`config.mk`:
```
export PLATFORM = sky130hd
export DESIGN_NAME = rspp_sqrt
export DESIGN_NICKNAME = d
export VERILOG_FILES = /design/src/rtl/rspp_pkg.sv /design/src/rtl/rspp_sqrt.sv
export SDC_FILE = /design/constraint.sdc
export NUM_CORES = 1
export LEC_CHECK = 0
export ABC_CLOCK_PERIOD_IN_PS = 6960
export BUFFER_PORTS_ARGS = -buffer_cell sky130_fd_sc_hd__buf_2
export CAP_MARGIN = 20
export CORE_AREA = 2 2 216 218
export DETAILED_ROUTE_END_ITERATION = 16
export DIE_AREA = 0 0 218 220
export PLACE_DENSITY_LB_ADDON = 0.3
export SLEW_MARGIN = 30
export SYNTH_ARGS = -nofsm -noshare
export SYNTH_HDL_FRONTEND = slang
export SYNTH_SLANG_ARGS = --single-unit
```
`constraint.sdc`:
```
create_clock -name clk -period 6.96 [get_ports clk]
set_clock_uncertainty 0.05 [all_clocks]
set_input_delay 0.696 -clock clk [delete_from_list [all_inputs] [get_ports clk]]
set_output_delay 0.696 -clock clk [all_outputs]
set_load 0.02 [all_outputs]
```
`src/rtl/rspp_pkg.sv`:
```
// shared types, widths, constants and the arctangent table of the particle pool
package rspp_pkg;

    localparam int SLOTS  = 16;
    localparam int SLOT_W = $clog2(SLOTS);

    localparam int TRIG_W = 34;
    localparam int Z_W    = 25;
    localparam int ITER   = 16;
    localparam int ITER_W = $clog2(ITER);
    localparam int LEN_W  = 17;
    localparam int PROD_W = 52;
    localparam int FRAC   = 30;
    localparam int PQ_W   = 20;
    localparam int PX_W   = 21;
    localparam int VS_W   = 22;

    localparam logic signed [TRIG_W-1:0] CORDIC_K  = 34'sd652032874;
    localparam logic signed [PROD_W-1:0] PROD_HALF = 52'sd536870912;
    localparam logic [9:0] RADIUS_STEP_RESET = 10'd16;

    localparam logic KIND_SPAWN = 1'b0;
    localparam logic KIND_TICK  = 1'b1;

    typedef struct packed {
        logic        start;
        logic        vec;
        logic [15:0] angle;
        logic [14:0] size_x;
        logic [14:0] size_y;
    } cord_cmd_t;

    typedef logic [3:0][9:0] color_t;

    function automatic logic signed [Z_W-1:0] atan_lut(input logic [ITER_W-1:0] i);
        logic signed [Z_W-1:0] v;
        unique case (i)
            4'd0:    v = 25'sd2097152;
            4'd1:    v = 25'sd1238021;
            4'd2:    v = 25'sd654136;
            4'd3:    v = 25'sd332050;
            4'd4:    v = 25'sd166669;
            4'd5:    v = 25'sd83416;
            4'd6:    v = 25'sd41718;
            4'd7:    v = 25'sd20860;
            4'd8:    v = 25'sd10430;
            4'd9:    v = 25'sd5215;
            4'd10:   v = 25'sd2608;
            4'd11:   v = 25'sd1304;
            4'd12:   v = 25'sd652;
            4'd13:   v = 25'sd326;
            4'd14:   v = 25'sd163;
            default: v = 25'sd81;
        endcase
        return v;
    endfunction

endpackage

```
`src/rtl/rspp_sqrt.sv`:
```
// rounded square root of size_x^2 + size_y^2, one root bit per cycle
module rspp_sqrt
    import rspp_pkg::*;
(
    input  logic             clk,
    input  logic             rst_n,
    input  logic             start,
    input  logic [14:0]      size_x,
    input  logic [14:0]      size_y,
    output logic             busy,
    output logic [LEN_W-1:0] root
);

    localparam logic [1:0] PH_IDLE = 2'd0;
    localparam logic [1:0] PH_SUM  = 2'd1;
    localparam logic [1:0] PH_ITER = 2'd2;
    localparam logic [1:0] PH_FIN  = 2'd3;

    logic [1:0]  ph_reg;
    logic [3:0]  b_reg;
    logic [29:0] sqx_reg, sqy_reg;
    logic [31:0] m_reg, r_reg, bitv, trial;

    assign bitv  = 32'd1 << {b_reg, 1'b0};
    assign trial = r_reg + bitv;

    always_ff @(posedge clk or negedge rst_n)
    begin
        if (!rst_n)
        begin
            ph_reg <= PH_IDLE;
            b_reg  <= '0;
        end
        else
        begin
            unique case (ph_reg)
                PH_IDLE:
                begin
                    if (start)
                    begin
                        ph_reg <= PH_SUM;
                    end
                end
                PH_SUM:
                begin
                    ph_reg <= PH_ITER;
                    b_reg  <= 4'd15;
                end
                PH_ITER:
                begin
                    b_reg <= b_reg - 1'b1;
                    if (b_reg == 4'd0)
                    begin
                        ph_reg <= PH_FIN;
                    end
                end
                PH_FIN:
                begin
                    ph_reg <= PH_IDLE;
                end
                default:
                begin
                    ph_reg <= PH_IDLE;
                end
            endcase
        end
    end

    always_ff @(posedge clk)
    begin
        if (ph_reg == PH_IDLE && start)
        begin
            sqx_reg <= size_x * size_x;
            sqy_reg <= size_y * size_y;
        end
        if (ph_reg == PH_SUM)
        begin
            m_reg <= 32'(sqx_reg) + 32'(sqy_reg);
            r_reg <= '0;
        end
        else if (ph_reg == PH_ITER)
        begin
            if (m_reg >= trial)
            begin
                m_reg <= m_reg - trial;
                r_reg <= (r_reg >> 1) + bitv;
            end
            else
            begin
                r_reg <= r_reg >> 1;
            end
        end
        else if (ph_reg == PH_FIN)
        begin
            if (m_reg > r_reg)
            begin
                r_reg <= r_reg + 32'd1;
            end
        end
    end

    assign busy = (ph_reg != PH_IDLE);
    assign root = r_reg[LEN_W-1:0];

endmodule

```
==> flow_metrics.tcl <==
set metrics [dict create \
    final_antenna_net_count 0 \
    n_antenna_cell 0 \
    synth-edff-count 90 \
    ioPinCount 51 \
    slew_headroom 0.4732 \
    post-synth-top-area-cell "fa_1" \
    netlist_instances 2670 \
    antenna_found_initial 0 \
    clock_latency_ns 0.43 \
    tritoncts "done" \
    ys_types 86 \
    synth_ff_type "edfxtp_1" \
    setup.worst_path.end_class "register" \
    syn_area_per_cell_sq_um 8.821 \
    num_rows 79 \
    regArea_sq_um 3493 \
    grt_pass1_wl_mm 91.12 \
    first_pass_iters 6 \
    clockRootBuffer "clkbuf_16" \
    ctsResizeCount 0 \
    grt_max_degree 59 \
    hold_viol_final 0 \
    fp.dieW_microns 218 \
    syn_nets 3297 \
    yosysMostFrequentCell "inv_1" \
    netlist_top_cells_count "inv_1 (455), ha_1 (325), fa_1 (269), nand2_1 (228), nor2_1 (161)" \
    routed_wl_mm 54.57 \
    vias_per_cell 5.564 \
    post-cts-setup-buffer-count 0 \
    worst_setup_path_start_kind "input port" \
    die_h_microns 220 \
    route.detailed.wl_per_inst_microns 16.58 \
    crit_fanout 13 \
    drv_slew 0 \
    netlist_area_sq_um 23550 \
    clk_path_buf_depth 2 \
    multiInputGateArea_sq_um 17910 \
    startpoint "size_x[2]" \
    period_minus_slack_ns 6.322 \
    r2r-start "b_reg[0]" \
    hold_ws_ns 0.02262 \
    status "complete, no violations" \
    critPathMaxStageDelay_ns 0.56 \
    critPathSlowestCell "fa_1" \
    fin_crit_sh 0.9083 \
    hold_path.class "in2async" \
    die_area_sq_um 47960 \
    vias 18320 \
    dp.final_hpwl_mm 45.30 \
    tns_ns 0 \
    async_flop_share 0.04688 \
    initial_core_util 0.5135 \
    place_congestion 0.9187 \
    core_region_area_sq_um 45860 \
    postCtsHoldBufs 0 \
    yosys_warnings 0 \
    synthDominantCellAreaShare 0.2286 \
    setup-violations-final 0 \
    drive_gt1_frac 0.05773 \
    remaining_drc_errors 0 \
    nets 3300 \
    first_iter_violations 1252 \
    max_slew.worst_pin.slew_ns 0.7902 \
    cp.arrival_ns 6.45 \
    htreeDepth 4 \
    nFillCells 4233 \
    crit_chain "buf_2 > nand2_1 > fa_1 > fa_1 > inv_1 > fa_1 > inv_1 > fa_1 > inv_1 > fa_1 > inv_1 > fa_1 > inv_1 > ha_1 > inv_1 > nor2_1 > nor2_1 > nor4b_1 > o21ai_0 > o21ai_0 > buf_4 > a211o_1 > a21oi_1 > xnor2_1" \
    clk_pin_slew_ns 0.07 \
    synth.yosys.seq_area_share 0.1483 \
    rsz0062_at_grt "no" \
    ys_top_cells_by_area "fa_1 (23%), ha_1 (17%), edfxtp_1 (11%)" \
    timing.final.ws_setup_ns 0.6379 \
    cap_violations 0 \
    area_growth_syn_to_layout_pct 5.541 \
    portBuffers 50 \
    overflow 0 \
    place_ws_ns 0.1548 \
    max_freq_mhz 158.2 \
    cts.sinks 128 \
    cts_buffers 17 \
    crit_type "in2reg" \
    grt_pass1_vias 18790 \
    synth-seq-cells 128 \
    grt_usage 0.2346 \
    required_ns 7.09 \
]
[area by class of cell]
type	instances	area share
multi-input combinational	1993	0.7206
inverter	458	0.06916
clock inverter	14	0.004379
sequential	128	0.1405
timing repair buffer	75	0.01762
clock buffer	17	0.01711
tap	607	0.03055
[metal layers]
layer  global-route usage  routed length [microns]  vias up
met1               0.3033                    23940     8906
met5                    0                        0        -
met3              0.02084                     1896      100
met4              0.08073                     1869        0
li1                     -                        -     8878
met2               0.4119                    26860      433
[worst paths after layout]
kind	end	slack, ns	depth (start not counted)
max reg2reg	m_reg[26]	0.96	22
min reg2reg	ph_reg[0]	0.53	1
max	sqx_reg[27]	0.64	24
min	ph_reg[1]	0.02	1
max in group asynchronous	b_reg[1]	6.69	1
min in group clk	ph_reg[0]	0.53	1
[metrics by stage]
step | instances | cell area (sq um) | utilization
finish | 3292 | 24860 | 0.5420
global route | 3292 | 24860 | 0.5420
CTS | 3292 | 24850 | 0.5419
detailed placement | 3261 | 24320 | 0.5303
global placement | 3261 | 24320 | 0.5303
floorplan | 2670 | 23550 | -
[cell families after synthesis]
family | after synthesis | synth area share
adder cells (fa/ha/maj) | 594 | 0.4013
buffers and inverters | 549 | 0.09201
multiplexers | 16 | 0.007012
flip-flops | 128 | 0.1483
AND/OR/NAND/NOR | 697 | 0.1422
XOR/XNOR | 193 | 0.07177
AO/OA/AOI/OAI | 493 | 0.1374
[critical path: cells and delay by family]
kind / cells / cell delay [ns]
AND/OR/NAND/NOR: 4 / 0.87
AO/OA/AOI/OAI: 4 / 0.65
adder cells (fa/ha/maj): 7 / 3.39
buffers and inverters: 8 / 0.71
XOR/XNOR: 1 / 0.14
[layout by cell type (no fill, tap or decap), types with 31 or more instances in the layout]
cell	n
a211oi_1	37
a21o_1	52
a21oi_1	154
a31oi_1	35
and2_1	85
buf_2	50
dfxtp_1	32
edfxtp_1	90
fa_1	269
ha_1	323
inv_1	455
nand2_1	228
nand3_1	31
nor2_1	161
nor3_1	45
o21ai_0	78
xnor2_1	136
xor2_1	57
Power is left out: the tool's default activity adds up to more than one toggle a clock period on the data nets, which glitch-free logic cannot reach.
