## config.mk

```make
export PLATFORM = sky130hd
export DESIGN_NAME = rspp_mul
export DESIGN_NICKNAME = d
export VERILOG_FILES = /design/src/rtl/rspp_pkg.sv /design/src/rtl/rspp_mul.sv
export SDC_FILE = /design/constraint.sdc
export NUM_CORES = 1
export LEC_CHECK = 0
export BUFFER_PORTS_ARGS = -buffer_cell sky130_fd_sc_hd__buf_4
export CORE_ASPECT_RATIO = 1.4
export CORE_MARGIN = 3
export CORE_UTILIZATION = 60
export CTS_BUF_LIST = sky130_fd_sc_hd__clkbuf_8
export DETAILED_ROUTE_END_ITERATION = 8
export GPL_TIMING_DRIVEN = 0
export PLACE_DENSITY = 0.87
export SYNTH_ARGS = -nofsm -noshare
export SYNTH_HDL_FRONTEND = slang
export SYNTH_SLANG_ARGS = --single-unit
```

## constraint.sdc

```tcl
create_clock -name clk -period 4.1 [get_ports clk]
set_clock_uncertainty 0.05 [all_clocks]
set_input_delay 0.615 -clock clk [delete_from_list [all_inputs] [get_ports clk]]
set_output_delay 0.615 -clock clk [all_outputs]
set_load 0.005 [all_outputs]
```

## src/rtl/rspp_pkg.sv

```systemverilog
// shared types, widths, constants and the arctangent table of the particle pool
package rspp_pkg;

    localparam int SLOTS  = 16;
    localparam int SLOT_W = $clog2(SLOTS);

    localparam int TRIG_W = 34;
    localparam int Z_W    = 25;
    localparam int ITER   = 16;
    localparam int ITER_W = $clog2(ITER);
    localparam int LEN_W  = 17;
    localparam int PROD_W = 52;
    localparam int FRAC   = 30;
    localparam int PQ_W   = 20;
    localparam int PX_W   = 21;
    localparam int VS_W   = 22;

    localparam logic signed [TRIG_W-1:0] CORDIC_K  = 34'sd652032874;
    localparam logic signed [PROD_W-1:0] PROD_HALF = 52'sd536870912;
    localparam logic [9:0] RADIUS_STEP_RESET = 10'd16;

    localparam logic KIND_SPAWN = 1'b0;
    localparam logic KIND_TICK  = 1'b1;

    typedef struct packed {
        logic        start;
        logic        vec;
        logic [15:0] angle;
        logic [14:0] size_x;
        logic [14:0] size_y;
    } cord_cmd_t;

    typedef logic [3:0][9:0] color_t;

    function automatic logic signed [Z_W-1:0] atan_lut(input logic [ITER_W-1:0] i);
        logic signed [Z_W-1:0] v;
        unique case (i)
            4'd0:    v = 25'sd2097152;
            4'd1:    v = 25'sd1238021;
            4'd2:    v = 25'sd654136;
            4'd3:    v = 25'sd332050;
            4'd4:    v = 25'sd166669;
            4'd5:    v = 25'sd83416;
            4'd6:    v = 25'sd41718;
            4'd7:    v = 25'sd20860;
            4'd8:    v = 25'sd10430;
            4'd9:    v = 25'sd5215;
            4'd10:   v = 25'sd2608;
            4'd11:   v = 25'sd1304;
            4'd12:   v = 25'sd652;
            4'd13:   v = 25'sd326;
            4'd14:   v = 25'sd163;
            default: v = 25'sd81;
        endcase
        return v;
    endfunction

endpackage

```

## src/rtl/rspp_mul.sv

```systemverilog
// bit-serial multiplier, one length bit per cycle, product rounded at 2^-30
module rspp_mul
    import rspp_pkg::*;
(
    input  logic                     clk,
    input  logic                     rst_n,
    input  logic                     start,
    input  logic [LEN_W-1:0]         len,
    input  logic signed [TRIG_W-1:0] fac,
    output logic                     busy,
    output logic signed [PQ_W-1:0]   prod
);

    logic [LEN_W-1:0]         len_reg;
    logic signed [TRIG_W-1:0] fac_reg;
    logic signed [PROD_W-1:0] acc_reg, rnd_sum, rnd_q;
    logic [$clog2(LEN_W)-1:0] cnt_reg;
    logic                     busy_reg;

    always_ff @(posedge clk or negedge rst_n)
    begin
        if (!rst_n)
        begin
            busy_reg <= 1'b0;
            cnt_reg  <= '0;
        end
        else if (start)
        begin
            busy_reg <= 1'b1;
            cnt_reg  <= '0;
        end
        else if (busy_reg)
        begin
            cnt_reg <= cnt_reg + 1'b1;
            if (cnt_reg == $clog2(LEN_W)'(LEN_W - 1))
            begin
                busy_reg <= 1'b0;
            end
        end
    end

    always_ff @(posedge clk)
    begin
        if (start)
        begin
            len_reg <= len;
            fac_reg <= fac;
            acc_reg <= '0;
        end
        else if (busy_reg)
        begin
            len_reg <= {len_reg[LEN_W-2:0], 1'b0};
            acc_reg <= (acc_reg <<< 1) + (len_reg[LEN_W-1] ? PROD_W'(fac_reg) : '0);
        end
    end

    assign rnd_sum = acc_reg + PROD_HALF;
    assign rnd_q   = rnd_sum >>> FRAC;
    assign prod    = rnd_q[PQ_W-1:0];
    assign busy    = busy_reg;

endmodule

```

==> impl_metrics.toml <==
[run_status]
status = "finished, final reports clean"

[worst_setup_path]
crit_path_start_kind = "register"
r2r_cells = 12
cp_slowest_stage_delay_ps = 510
ff2ff_setup_slack_ps = 110
end_kind = "register"
slowest_stage = "or4_1"
crit_path_cell_trace = "buf_8 > and2_1 > ha_1 > fa_2 > a21o_1 > a221o_1 > a2111oi_4 > a21oi_4 > o21ai_4 > mux2_2 > or4_1 > o311ai_0"
cp.depth = 12
worstSetupPathType = "reg2reg"
critical_path.top_delay_family = "compound AO/OA/AOI/OAI gates"
worstPathArrival_ps = 4230
crit_fanout = 10
crit_required_ps = 4340
worst-path-buf-inv = 1

[clock_network]
clock_path_buffers = 2
htreeDepth = 3
clk_pin_slew_ps = 120
cts_root_buf = "clkbuf_8"
cts.sinks = 107
cts_made_buffers = 9
insertion_delay_ps = 390
cts_tree = "built"

[logic_synthesis]
syn_nets = 897
yosys.area_share.xor_xnor_pct = 7.19
synth-compound-area-share_pct = 18.5
synth.area.top_cells = "edfxtp_1 (21%), dfxtp_1 (14%), ha_1 (6.1%)"
ys_ff_latch = 107
synth-edff-count = 51
yosysTopAreaCell = "edfxtp_1"
yosys.area.top_type_share_pct = 21.3
synth_top_family_by_area = "simple AND/OR/NAND/NOR gates"
muxShareOfSynthArea_pct = 6.14
syn_inst = 807
synth-main-ff-cell = "edfxtp_1"
yosysSeqAreaShare_pct = 37.3
syn_area_per_cell_um2 = 8.91
yosysUniqueCellTypes = 71
yosys.area_share.adder_pct = 6.37
syn_area_um2 = 7190
yosys.area_share.simple_pct = 21.1
postSynth.asyncResetShare_pct = 5.61
yosysWarningCount = 0

[die]
die_height_um = 136
coreArea_um2 = 11500
dieArea_um2 = 13400
initial_core_util_pct = 62.5
pin_count = 75
fp.dieW_um = 98.5
rows = 46

[timing]
hold_viol = 0
setup_violations = 0
layout_min_cycle_time_ps = 3990
fin_crit_sh_pct = 97.4
drv_slew = 0
whs_ps = 345
max_freq_mhz = 250
slew_headroom_pct = 35.5
tns_ps = 0
tightest_slew_ps = 964

[job]
drv_cap = 0

[finish]
diodes = 0
utilization_pct = 71.6
drive_gt1_share_pct = 15.0
fillers = 942
most-common-layout-cells = "buf_4 (79), nor2_1 (77), nand2_1 (60)"
syn_to_final_growth_pct = 14.5
final_area_um2 = 8240
largest_register_ffs = 50
final_common_cell = "buf_4"
nNetsFinal = 988

[power_and_ir_drop]
p_comb_share_pct = 40.3
vdd_ir_drop_max_mv = 0.289
power_density_nw_per_um2 = 421
p_sw_mw = 1.34
leakage_nw = 3.45
intPower_mw = 2.12
seqPwrFrac_pct = 40.1
power.total_mw = 3.47
switching_share_pct = 38.7
clkPwrFrac_pct = 19.5

[grt]
grt_max_degree = 37
grt_overflow = 0
grtUsageTotal_pct = 29.4
antenna_found_initial = 0
grt_pass1_wl_um = 31600
grt_pass1_vias = 6634

[placement]
port-buffer-count = 74
dp_hpwl_um = 14700
placed_cell_area_um2 = 7930
gp_congestion = 1.07

[route]
wl_per_cell_um = 18.8
ant_nets = 0
vias = 6742
wl_um = 19700
initialDrtViolationCount = 485
viasPerCell = 6.44
dr.pass1.iters = 5
drc = 0

[worst_hold_path]
holdPathStages = 1
hp-class = "in2reg"
==> worst paths after layout <==
| kind | from | end |
|---|---|---|
| worst max-delay path | len_reg[16] | acc_reg[47] |
| worst min-delay path | fac[11] | fac_reg[11] |
| worst max register to register | len_reg[16] | acc_reg[47] |
| worst min register to register | acc_reg[26] | acc_reg[26] |
| max in group asynchronous | rst_n | cnt_reg[1] |
| min in group asynchronous | rst_n | cnt_reg[0] |
==> stage by stage <==
stage,cells,worst slack [ps]
final,1047,107
after detailed placement,1025,-581
after CTS,1043,45.7
after global placement,1025,-503
after floorplan,807,337
after global routing,1047,-6.45
==> synthesized netlist by cell type, types with 3 or more instances <==
| master | number |
|---|---|
| dfrtp_1 | 6 |
| a21o_1 | 16 |
| nand2_1 | 60 |
| mux2i_1 | 25 |
| a31oi_1 | 10 |
| o21ai_0 | 43 |
| edfxtp_1 | 51 |
| or4_1 | 3 |
| a31o_2 | 3 |
| nand2b_1 | 5 |
| o31ai_1 | 3 |
| nor2b_1 | 3 |
| buf_1 | 9 |
| a21oi_1 | 48 |
| mux2_2 | 17 |
| xor2_1 | 18 |
| a32o_1 | 7 |
| and4_1 | 3 |
| clkbuf_1 | 41 |
| xnor2_1 | 41 |
| and2_1 | 35 |
| nor3_1 | 22 |
| nand3_1 | 23 |
| dfxtp_1 | 50 |
| a211oi_1 | 16 |
| o211ai_1 | 6 |
| and3_1 | 10 |
| o21bai_1 | 4 |
| o22ai_1 | 4 |
| o21a_1 | 6 |
| nand4_1 | 21 |
| nor2_1 | 78 |
| a2111oi_0 | 4 |
| or2_2 | 6 |
| or3_1 | 15 |
| ha_1 | 35 |
| inv_1 | 15 |
| nor4_1 | 6 |
==> area by class of cell <==
type | count | area, µm² | share of cell area [%]
multi-input cells | 634 | 4310 | 52.3
flip-flops and latches | 107 | 2680 | 32.6
inverters | 15 | 56.3 | 0.684
plain buffers | 51 | 205 | 2.49
well taps | 144 | 180 | 2.19
repair buffers | 80 | 603 | 7.32
clock inverters | 7 | 80.1 | 0.972
clock buffers | 9 | 124 | 1.50
==> kinds of logic after synthesis <==
group	Yosys count
AO/OA/AOI/OAI	197
XOR/XNOR	59
adder cells (fa/ha/maj)	36
buffers and inverters	66
flip-flops	107
multiplexers	42
AND/OR/NAND/NOR	300
==> per-layer routing <==
layer / up-vias / routed length [µm] / part of all wire [%] / GRT usage [%]
met3: 98 / 1330 / 6.8 / 5.46
met4: 0 / 1240 / 6.3 / 20.1
met1: 3175 / 7280 / 37 / 32.5
li1: 3165 / - / - / -
met2: 304 / 9820 / 50 / 50.9
met5: - / 0 / 0 / 0
==> power by group through the flow <==
stage | registers [mW] | logic [mW] | clock network, mW
2_1_floorplan | 1.38 | 0.995 | 0
5_1_grt | 1.41 | 1.54 | 0.722
6_report | 1.39 | 1.40 | 0.677
4_1_cts | 1.39 | 1.37 | 0.680
3_5_place_dp | 1.41 | 1.35 | 0
3_3_place_gp | 1.40 | 1.32 | 0
==> timing repair <==
item,in CTS,in global routing
buffers inserted,1,4
gates resized for setup,6,9
pin swaps,2,4
endpoints found under the setup margin,14,11
hold buffers,1,0
hold endpoints to repair,6,0
Note: power is estimated with default switching activity, not from simulation.
