--- src/rtl/rspp_pkg.sv ---
// shared types, widths, constants and the arctangent table of the particle pool
package rspp_pkg;

    localparam int SLOTS  = 16;
    localparam int SLOT_W = $clog2(SLOTS);

    localparam int TRIG_W = 34;
    localparam int Z_W    = 25;
    localparam int ITER   = 16;
    localparam int ITER_W = $clog2(ITER);
    localparam int LEN_W  = 17;
    localparam int PROD_W = 52;
    localparam int FRAC   = 30;
    localparam int PQ_W   = 20;
    localparam int PX_W   = 21;
    localparam int VS_W   = 22;

    localparam logic signed [TRIG_W-1:0] CORDIC_K  = 34'sd652032874;
    localparam logic signed [PROD_W-1:0] PROD_HALF = 52'sd536870912;
    localparam logic [9:0] RADIUS_STEP_RESET = 10'd16;

    localparam logic KIND_SPAWN = 1'b0;
    localparam logic KIND_TICK  = 1'b1;

    typedef struct packed {
        logic        start;
        logic        vec;
        logic [15:0] angle;
        logic [14:0] size_x;
        logic [14:0] size_y;
    } cord_cmd_t;

    typedef logic [3:0][9:0] color_t;

    function automatic logic signed [Z_W-1:0] atan_lut(input logic [ITER_W-1:0] i);
        logic signed [Z_W-1:0] v;
        unique case (i)
            4'd0:    v = 25'sd2097152;
            4'd1:    v = 25'sd1238021;
            4'd2:    v = 25'sd654136;
            4'd3:    v = 25'sd332050;
            4'd4:    v = 25'sd166669;
            4'd5:    v = 25'sd83416;
            4'd6:    v = 25'sd41718;
            4'd7:    v = 25'sd20860;
            4'd8:    v = 25'sd10430;
            4'd9:    v = 25'sd5215;
            4'd10:   v = 25'sd2608;
            4'd11:   v = 25'sd1304;
            4'd12:   v = 25'sd652;
            4'd13:   v = 25'sd326;
            4'd14:   v = 25'sd163;
            default: v = 25'sd81;
        endcase
        return v;
    endfunction

endpackage

--- src/rtl/rspp_cordic.sv ---
// iterative cordic, rotation mode for sine and cosine, vectoring mode for the corner angle
module rspp_cordic
    import rspp_pkg::*;
(
    input  logic                     clk,
    input  logic                     rst_n,
    input  cord_cmd_t                cmd,
    output logic                     busy,
    output logic signed [TRIG_W-1:0] cos_val,
    output logic signed [TRIG_W-1:0] sin_val,
    output logic [15:0]              atan_val
);

    logic signed [TRIG_W-1:0] x_reg, y_reg, x_next, y_next, x_sh, y_sh;
    logic signed [Z_W-1:0]    z_reg, z_next, z_rnd, z_q;
    logic [ITER_W-1:0]        it_reg;
    logic                     busy_reg, vec_reg, zero_reg;
    logic [1:0]               q_reg;
    logic [16:0]              ang_sum;
    logic [1:0]               q_start;
    logic [15:0]              red;
    logic                     dir_pos;

    assign ang_sum = {1'b0, cmd.angle} + 17'd8192;
    assign q_start = ang_sum[15:14];
    assign red     = cmd.angle - {q_start, 14'd0};

    assign x_sh    = x_reg >>> it_reg;
    assign y_sh    = y_reg >>> it_reg;
    assign dir_pos = vec_reg ? y_reg[TRIG_W-1] : !z_reg[Z_W-1];

    always_comb
    begin
        if (dir_pos)
        begin
            x_next = x_reg - y_sh;
            y_next = y_reg + x_sh;
            z_next = z_reg - atan_lut(it_reg);
        end
        else
        begin
            x_next = x_reg + y_sh;
            y_next = y_reg - x_sh;
            z_next = z_reg + atan_lut(it_reg);
        end
    end

    always_ff @(posedge clk or negedge rst_n)
    begin
        if (!rst_n)
        begin
            busy_reg <= 1'b0;
            it_reg   <= '0;
        end
        else if (cmd.start)
        begin
            busy_reg <= 1'b1;
            it_reg   <= '0;
        end
        else if (busy_reg)
        begin
            it_reg <= it_reg + 1'b1;
            if (it_reg == ITER_W'(ITER - 1))
            begin
                busy_reg <= 1'b0;
            end
        end
    end

    always_ff @(posedge clk)
    begin
        if (cmd.start)
        begin
            vec_reg  <= cmd.vec;
            zero_reg <= (cmd.size_x == '0) && (cmd.size_y == '0);
            if (cmd.vec)
            begin
                x_reg <= TRIG_W'({cmd.size_x, 15'd0});
                y_reg <= TRIG_W'({cmd.size_y, 15'd0});
                z_reg <= '0;
                q_reg <= '0;
            end
            else
            begin
                x_reg <= CORDIC_K;
                y_reg <= '0;
                z_reg <= Z_W'($signed({red, 8'd0}));
                q_reg <= q_start;
            end
        end
        else if (busy_reg)
        begin
            x_reg <= x_next;
            y_reg <= y_next;
            z_reg <= z_next;
        end
    end

    always_comb
    begin
        case (q_reg)
            2'd0:
            begin
                cos_val = x_reg;
                sin_val = y_reg;
            end
            2'd1:
            begin
                cos_val = -y_reg;
                sin_val = x_reg;
            end
            2'd2:
            begin
                cos_val = -x_reg;
                sin_val = -y_reg;
            end
            default:
            begin
                cos_val = y_reg;
                sin_val = -x_reg;
            end
        endcase
    end

    assign z_rnd = z_reg + 25'sd128;
    assign z_q   = z_rnd >>> 8;

    always_comb
    begin
        if (zero_reg || z_q < 0)
        begin
            atan_val = '0;
        end
        else if (z_q > 25'sd16384)
        begin
            atan_val = 16'd16384;
        end
        else
        begin
            atan_val = z_q[15:0];
        end
    end

    assign busy = busy_reg;

endmodule

--- config.mk ---
export PLATFORM = sky130hd
export DESIGN_NAME = rspp_cordic
export DESIGN_NICKNAME = d
export VERILOG_FILES = /design/src/rtl/rspp_pkg.sv /design/src/rtl/rspp_cordic.sv
export SDC_FILE = /design/constraint.sdc
export NUM_CORES = 1
export LEC_CHECK = 0
export BUFFER_PORTS_ARGS = -buffer_cell sky130_fd_sc_hd__buf_2
export CORE_MARGIN = 5
export CORE_UTILIZATION = 40
export DETAILED_ROUTE_END_ITERATION = 12
export PLACE_DENSITY = 0.66
export SYNTH_ARGS = -nofsm -noshare
export SYNTH_HDL_FRONTEND = slang
export SYNTH_SLANG_ARGS = --single-unit
--- constraint.sdc ---
create_clock -name clk -period 6.2 [get_ports clk]
set_input_delay 1.24 -clock clk [delete_from_list [all_inputs] [get_ports clk]]
set_output_delay 1.24 -clock clk [all_outputs]
set_load 0.005 [all_outputs]
==> results.sh <==
export IMPL_setup_viol=0
export IMPL_cts_buffers=9
export IMPL_fin_nets=2585
export IMPL_yosysWarnings=0
export IMPL_gp_congestion=1.018
export IMPL_cp_cell_sequence="buf_12, buf_4, mux4_2, mux2_2, mux2i_1, nor2b_1, and2_1, nand4_2, nor2_1, a21oi_1, xnor2_1, ha_1, a2111oi_0, o21ai_0, a31oi_1, o211ai_1, o21a_1, a41o_1, a41o_1, a31oi_1, xor2_1, nor2_1"
export IMPL_ys_flop_type="edfxtp_1"
export IMPL_clkLatencyLatePin_ns=0.39
export IMPL_finalCritPeriodShare_pct=95.34
export IMPL_drc=0
export IMPL_io_buffers=133
export IMPL_num_vias=18720
export IMPL_total_leakage_power_nw=8.183
export IMPL_async_reset_ff_share_pct=4.902
export IMPL_routed_wl_mm=68.38
export IMPL_grt_start_max_net_pins=103
export IMPL_dp_hpwl_mm=53.37
export IMPL_ys_types=100
export IMPL_track_usage_pct=26.16
export IMPL_rows=78
export IMPL_critPathMaxStageDelay_ns=0.55
export IMPL_die_area_mm2=0.04981
export IMPL_max_cap_violations=0
export IMPL_cts_tree="yes"
export IMPL_holdBufCountCts=0
export IMPL_post_dp_cell_area_mm2=0.01988
export IMPL_yosysTopAreaCellShare_pct=16.02
export IMPL_cts_path_max_buffers=2
export IMPL_outcome="finished, final reports clean"
export IMPL_slew_headroom_pct=36.00
export IMPL_maxSlewViolCount=0
export IMPL_slowest_stage="dfrtp_4"
export IMPL_irDropWorstVdd_mv=0.2696
export IMPL_yosysSeqAreaShare_pct=16.71
export IMPL_syn2layout_area_growth_pct=11.61
export IMPL_busiest_layer="met2"
export IMPL_grt_overflow=0
export IMPL_ctsRootBufferMaster="clkbuf_16"
export IMPL_required_ns=6.34
export IMPL_tightest_slew_ns=0.9579
export IMPL_synth_largest_area_cell="edfxtp_1"
export IMPL_antenna_left=0
export IMPL_die_w_um=223.2
export IMPL_cts_sinks=102
export IMPL_startpoint_type="register"
export IMPL_syn_instance_count=2324
export IMPL_crit_arrival_ns=6.05
export IMPL_gr_usage_met3_pct=5.211
export IMPL_avgSynthCellArea_um2=7.822
export IMPL_path_clk_slew_ns=0.09
export IMPL_finClkSkew_ns=0.01638
export IMPL_rsz0062_at_grt="yes"
export IMPL_grt_pass1_vias=17170
export IMPL_synth_seq_cells=102
export IMPL_fillerInstances=4430
export IMPL_antenna_found_initial=0
export IMPL_use_met2_pct=40.04
export IMPL_cp_end_kind="register"
export IMPL_cts_max_level=3
export IMPL_min_period_ns=5.911
export IMPL_path_class="reg2reg"
export IMPL_ys_top_cells_by_area="edfxtp_1, mux4_2, ha_1, xnor2_1, a21oi_1"
export IMPL_timing_fmax_mhz=169.2
export IMPL_pwr_density_cell_mw_per_mm2=649.9
export IMPL_synth_nets=2485
export IMPL_hp_class="in2async"
export IMPL_wl_per_cell_um=22.56
export IMPL_fin_tns_setup_ns=0
export IMPL_drt_initial_drc_count=1941
export IMPL_ios=135
export IMPL_final_hold_violation_count=0
export IMPL_start_util_pct=40.23
export IMPL_core_area_mm2=0.04519
export IMPL_grt_pass1_wl_mm=103.1
export IMPL_synth_edf_count=97
export IMPL_use_met1_pct=37.21
export IMPL_drive_above_1_share_pct=18.20
export IMPL_die_h_um=223.2
export IMPL_postLayoutCellArea_mm2=0.02029
export IMPL_viasPerCell=6.177
export IMPL_cp_max_fo=51
export IMPL_firstDrtPassIters=6
export IMPL_syn_area_mm2=0.01818
==> cells by family after synthesis <==
| kind of cell | after synthesis | synth area share, % |
|---|---|---|
| compound gates | 674 | 23.48 |
| xor+xnor | 236 | 11.37 |
| other cells | 1 | 0.02063 |
| fa+ha+maj | 111 | 7.764 |
| flops | 102 | 16.71 |
| buf+inv | 239 | 5.465 |
| mux | 181 | 14.87 |
| simple gates | 780 | 20.32 |
==> per-layer routing <==
layer  part of all wire [%]  wire, um  vias up
li1                       -         -     8773
met1                     43     29590     8900
met2                     44     29780      916
met3                    9.7      6647      135
met4                    3.5      2363        0
met5                      0         0        -
==> area by class of cell <==
cell class,instances,area (um^2),share of cell area [%]
diodes,2,5.005,0.02467
clock buffers,9,225.2,1.110
clock inverters,7,63.81,0.3145
inverters,64,240.2,1.184
multi-input cells,1983,14200,69.97
flip-flops and latches,102,3050,15.03
well taps,600,750.7,3.700
repair buffers,264,1758,8.664
==> stage by stage <==
| stage | util (%) | std cells | setup WS (ns) | power (mW) | hold slack, ns |
|---|---|---|---|---|---|
| detailed placement | 43.99 | 3004 | 0.1682 | 12.23 | 0.7318 |
| finish | 44.90 | 3031 | 0.2888 | 13.19 | 0.6870 |
| global route | 44.89 | 3029 | 0.004020 | 14.27 | 0.6779 |
| CTS | 44.63 | 3020 | 0.09728 | 12.92 | 0.6680 |
| global placement | 43.99 | 3004 | 0.1019 | 12.13 | 0.7281 |
| floorplan | - | 2324 | 0.09077 | 9.282 | 0.6180 |
==> critical path: cells and delay by family (launching register included) <==
kind                       cells  cell delay (ns)
AOI/OAI and AO/OA              9             2.06
xor gates and xnor gates       2             0.31
adders and majority gates      1             0.27
buffers and inverters          2             0.60
DFF                            1             0.55
muxes                          3             0.97
and+or+nand+nor                5             0.88
==> final timing paths <==
check	start	cells past startpoint	slack (ns)	to
min in group clk	z_reg[0]$_SDFFCE_PP0P_	3	0.74	z_reg[0]$_SDFFCE_PP0P_
min	rst_n	1	0.69	it_reg[1]$_DFFE_PN0P_
max reg2reg	it_reg[3]$_DFFE_PN0P_	22	0.29	y_reg[32]$_SDFFCE_PP0P_
min reg2reg	z_reg[0]$_SDFFCE_PP0P_	3	0.74	z_reg[0]$_SDFFCE_PP0P_
max	it_reg[3]$_DFFE_PN0P_	22	0.29	y_reg[32]$_SDFFCE_PP0P_
max in group asynchronous	rst_n	1	5.29	it_reg[0]$_DFFE_PN0P_
==> layout by cell type (no fill, tap or decap), types with 20 or more instances in the layout <==
cell type and count:
nand3_1 42, a211oi_1 28, xnor2_1 147, nand2_1 235, inv_1 62, or3_1 21
mux2_2 50, nor2_1 242, buf_4 123, a21o_1 30, o21a_1 24, o21ai_0 182
buf_2 132, a21oi_1 186, mux4_2 66, nor3_1 62, nand2b_1 34, nor2b_1 27
ha_1 108, o31ai_1 38, xor2_1 89, mux2i_1 62, edfxtp_1 97, a31oi_1 20
==> synth_stat cells (7+ instances only) <==
library cell / n
nor2_1: 243
nand2_1: 235
a21oi_1: 187
o21ai_0: 182
xnor2_1: 147
ha_1: 108
clkbuf_1: 97
edfxtp_1: 97
xor2_1: 89
mux4_2: 66
nor3_1: 63
inv_1: 62
mux2i_1: 62
mux2_2: 50
nand3_1: 42
buf_1: 38
o31ai_1: 38
nand2b_1: 34
a21o_1: 30
buf_2: 29
a211oi_1: 28
nor2b_1: 27
o21a_1: 24
or3_1: 21
a31oi_1: 20
and2_1: 18
nor4_1: 17
a221oi_1: 15
o21ai_1: 15
o22ai_1: 14
or2_2: 12
nand4_1: 11
o211ai_1: 11
and3_1: 9
o21bai_1: 9
or4_1: 9
a2111oi_0: 8
a32o_1: 7
o211a_1: 7
o41ai_1: 7
==> report_power, final <==
part           switching, mW  internal (mW)  total, mW  leakage, nW
Combinational           6.00           4.57       10.6         6.91
Clock                  0.303          0.311      0.614        0.141
Sequential             0.726           1.27       2.00         1.13
==> what timing repair did <==
action	4_1_cts	5_1_grt
setup buffers	0	9
setup endpoints to repair	0	10
gates resized for setup	0	9
Power figures use the tool's default switching activity.
